[config.mk]
export PLATFORM = sky130hd
export DESIGN_NAME = cc_sqrt
export DESIGN_NICKNAME = d
export VERILOG_FILES = /design/src/hw/rtl/cc_sqrt.sv
export SDC_FILE = /design/constraint.sdc
export NUM_CORES = 2
export LEC_CHECK = 0
export ABC_AREA = 1
export BUFFER_PORTS_ARGS = -buffer_cell sky130_fd_sc_hd__buf_2
export CORE_UTILIZATION = 40
export DETAILED_ROUTE_END_ITERATION = 8
export GPL_ROUTABILITY_DRIVEN = 0
export SYNTH_ARGS = -nofsm -noshare
export SYNTH_HDL_FRONTEND = slang
export SYNTH_SLANG_ARGS = --single-unit
[constraint.sdc]
create_clock -name clk_i -period 4.2 [get_ports clk_i]
set_input_delay 0.84 -clock clk_i [delete_from_list [all_inputs] [get_ports clk_i]]
set_output_delay 0.84 -clock clk_i [all_outputs]
set_load 0.1 [all_outputs]
[src/hw/rtl/cc_sqrt.sv]
// Pipelined digit-by-digit integer square root, one root bit per stage.
module cc_sqrt #(
  parameter int STEPS  = 25,
  parameter int SIDE_W = 51
) (
  input  logic               clk_i,
  input  logic               rst_ni,
  input  logic               en_i,
  input  logic               valid_i,
  input  logic [2*STEPS-1:0] rad_i,
  input  logic [SIDE_W-1:0]  side_i,
  output logic               valid_o,
  output logic [STEPS-1:0]   root_o,
  output logic [SIDE_W-1:0]  side_o
);

  localparam int RW = 2 * STEPS;
  localparam int MW = STEPS + 2;

  logic [STEPS:0]      vld_q;
  logic [RW-1:0]       rad_q  [STEPS+1];
  logic [MW-1:0]       rem_q  [STEPS+1];
  logic [STEPS-1:0]    root_q [STEPS+1];
  logic [SIDE_W-1:0]   side_q [STEPS+1];

  always_ff @(posedge clk_i or negedge rst_ni) begin
    if (!rst_ni) begin
      vld_q <= '0;
    end else if (en_i) begin
      vld_q <= {vld_q[STEPS-1:0], valid_i};
    end
  end

  always_ff @(posedge clk_i) begin
    if (en_i) begin
      rad_q[0]  <= rad_i;
      rem_q[0]  <= '0;
      root_q[0] <= '0;
      side_q[0] <= side_i;
    end
  end

  for (genvar i = 0; i < STEPS; i++) begin : g_step
    logic [MW+1:0] t;
    logic [MW+1:0] trial;
    logic          ge;

    always_comb begin
      t     = {rem_q[i], rad_q[i][RW-1:RW-2]};
      trial = (MW+2)'({root_q[i], 2'b01});
      ge    = (t >= trial);
    end

    always_ff @(posedge clk_i) begin
      if (en_i) begin
        rem_q[i+1]  <= ge ? MW'(t - trial) : MW'(t);
        root_q[i+1] <= {root_q[i][STEPS-2:0], ge};
        rad_q[i+1]  <= rad_q[i] << 2;
        side_q[i+1] <= side_q[i];
      end
    end
  end

  assign valid_o = vld_q[STEPS];
  assign root_o  = root_q[STEPS];
  assign side_o  = side_q[STEPS];

endmodule

==> flow_summary.json <==
{
  "synth.avg_cell_area_sq_um": 11.1,
  "ys_seq_area_share_pct": 68.6,
  "dr.first_iter.drc_count": 6399,
  "criticalPathCategory": "register to register",
  "ctsResizeCount": 0,
  "finalCriticalPeriod_ns": 2.96,
  "io_pins": 182,
  "syn-num-nets": 11993,
  "dr_total_vias": 77240,
  "fp.coreArea_sq_um": 319000,
  "cts.htree.levels": 5,
  "setup_viol": 0,
  "cp_max_fo": 24,
  "p_leak_uw": 0.0613,
  "ys_ff_latch": 2938,
  "startpoint_type": "register",
  "fin_crit_sh_pct": 70.5,
  "clk_pin_slew_ns": 0.06,
  "crit_arrival_ns": 3.72,
  "worst_pin_slew_ns": 0.847,
  "dp_hpwl_mm": 182,
  "synth_enable_flop_cells": 2912,
  "ys_warn_count": 0,
  "hp-class": "input port to register",
  "whs_ns": 0.100,
  "powerDensity_nw_per_um2": 507,
  "dieArea_sq_um": 323000,
  "grtUsageTotal_pct": 15.6,
  "antenna_found_initial": 7,
  "cp.required_ns": 4.95,
  "fin_nets": 12438,
  "status": "completed",
  "clockRootBuffer": "clkbuf_16",
  "drc": 0,
  "synthesis.area_sq_um": 128000,
  "synth_cells": 11536,
  "vias_per_cell": 4.70,
  "slew_headroom_pct": 43.5,
  "io_buffers": 181,
  "floorplan.die.width_microns": 569,
  "cap_viol_max_count": 0,
  "cp-end-kind": "register",
  "grt_max_degree": 130,
  "area_delta_synth_final_pct": 13.0,
  "maxSlewViolCount": 0,
  "fmax_mhz": 338,
  "clk_path_buf_depth": 4,
  "r2r_setup_slack_ns": 1.24,
  "synthFlopType": "edfxtp_1",
  "fin_setup_tns_ns": 0,
  "rows": 207,
  "cts_tree": "built",
  "async_flop_share_pct": 0.885,
  "grt_overflow": 0,
  "cts.sink_count": 2938,
  "ant_nets": 0,
  "wirelength_mm": 256,
  "initial_utilization_pct": 40.3,
  "die-height_microns": 569,
  "clock_latency_ns": 0.91,
  "skew_ns": 0.0702,
  "synth_cell_types": 53,
  "cts_buffers": 318,
  "drtPass1Iterations": 6,
  "grt_pass1_vias": 73115,
  "grt_pass1_wl_mm": 401,
  "drive_gt1_share_pct": 7.67,
  "grt_setup_unrepaired": "no",
  "avgRoutedWirePerCell_microns": 15.6,
  "hold_viol_final": 0,
  "peakVddDrop_mv": 0.361,
  "cts_setup_buffers": 0
}
==> path summary, 6_finish.rpt <==
kind                           startpoint            end  cells after the start
setup / recovery           root_q[1][179]    rem_q[4][5]                     13
setup reg to reg           root_q[1][179]    rem_q[4][5]                     13
hold reg to reg             rad_q[1][144]  rad_q[1][196]                      0
min in group asynchronous          rst_ni       vld_q[4]                      2
max in group asynchronous          rst_ni      vld_q[17]                      2
hold / removal                  rad_i[44]   rad_q[0][44]                      1
==> kinds of logic (layout without fill, tap and decap cells) <==
family,after synthesis,after routing,synth area share [%]
compound gates,498,498,2.25
fa+ha+maj,352,352,3.43
xor+xnor,245,245,1.67
other cells,1,3,0.00292
flops,2938,2938,68.6
simple gates,5493,5493,17.7
mux,2,2,0.0175
buf+inv,2007,2707,6.34
==> state kept, by name (all words and copies together), names as in the netlist <==
signal / cells
root_q: 325
side_q: 1326
rem_q: 611
rad_q: 650
vld_q: 26
==> area by class of cell <==
cell class	count	area, sq um
multi-input combinational	6591	32200
clock inverter	194	2290
inverter	1872	7050
tap	4180	5230
clock buffer	381	8260
antenna	2	5.00
timing repair buffer	260	1960
fill	29244	174000
sequential	2938	88100
==> Yosys cell counts, types with 58 or more instances <==
cell type	count	area, sq um
nand2_1	3669	13800
edfxtp_1	2912	87400
inv_1	1846	6930
nor2_1	782	2940
nand3_1	555	2780
ha_1	352	4400
a21oi_1	244	1220
xor2_1	187	1640
nand4_1	137	857
o21ai_0	130	651
nand3b_1	96	721
buf_4	88	661
nor3_1	88	440
a21oi_2	80	701
xnor2_1	58	508
==> stage by stage <==
| step | utilization [%] | worst slack (ns) | std cells | cell area [sq um] | power [uW] |
|---|---|---|---|---|---|
| 6_report | 45.5 | 1.24 | 16418 | 145000 | 73500 |
| 3_5_place_dp | 42.2 | 1.27 | 15837 | 134000 | 46200 |
| 3_3_place_gp | 42.2 | 1.30 | 15837 | 134000 | 46100 |
| 2_1_floorplan | - | 2.14 | 11536 | 128000 | 42900 |
| 4_1_cts | 45.5 | 1.25 | 16416 | 145000 | 74500 |
| 5_1_grt | 45.5 | 1.02 | 16417 | 145000 | 77000 |
==> cells in the final DEF (no fill, tap or decap), types with 24 or more instances in the layout <==
cell       count
ha_1         352
nand2_1     3669
nor2_2        42
dfrtp_1       26
nor3_1        88
clkbuf_1      60
edfxtp_1    2912
nor2_1       782
nand3b_1      96
clkinv_2      46
xnor2_1       58
o21ai_0      130
and2_1        25
buf_2        180
a21oi_1      244
buf_12        36
xor2_1       187
a21oi_2       80
inv_1       1846
clkinv_1      63
buf_4         40
or2_2         24
nand4_1      137
clkbuf_16    321
bufinv_16     32
nand3_1      555
==> routing by layer <==
layer | vias up | GRT usage [%] | part of all wire [%] | wire length (microns)
li1 | 38920 | - | - | -
met1 | 35908 | 21.3 | 45 | 116000
met2 | 1911 | 25.5 | 46 | 119000
met3 | 501 | 1.95 | 4.9 | 12600
met4 | 0 | 5.43 | 3.4 | 8600
met5 | - | 0 | 0 | 0
==> worst max-delay path, stage by stage, from the launching register on <==
cell,delay (ns)
edfxtp_1,0.51
inv_1,0.08
ha_1,0.35
nand2_1,0.10
nand2_1,0.09
nand2_1,0.08
nand2_1,0.06
a21oi_1,0.17
nand2_1,0.10
nand2_1,0.12
nand2_2,0.31
inv_2,0.57
nand2_1,0.12
nand2_1,0.16
==> what timing repair did <==
item	CTS	global route
endpoints found under the hold margin	29	0
hold buffers	4	0
endpoints found under the setup margin	0	0
==> report_power, final <==
group	total, uW	switching [uW]	internal, uW	leakage (uW)
clock	27800	11600	16200	0.00507
combinational	9260	6320	2940	0.0277
sequential	36400	1320	35100	0.0285
(Power assumes the default switching activity.)
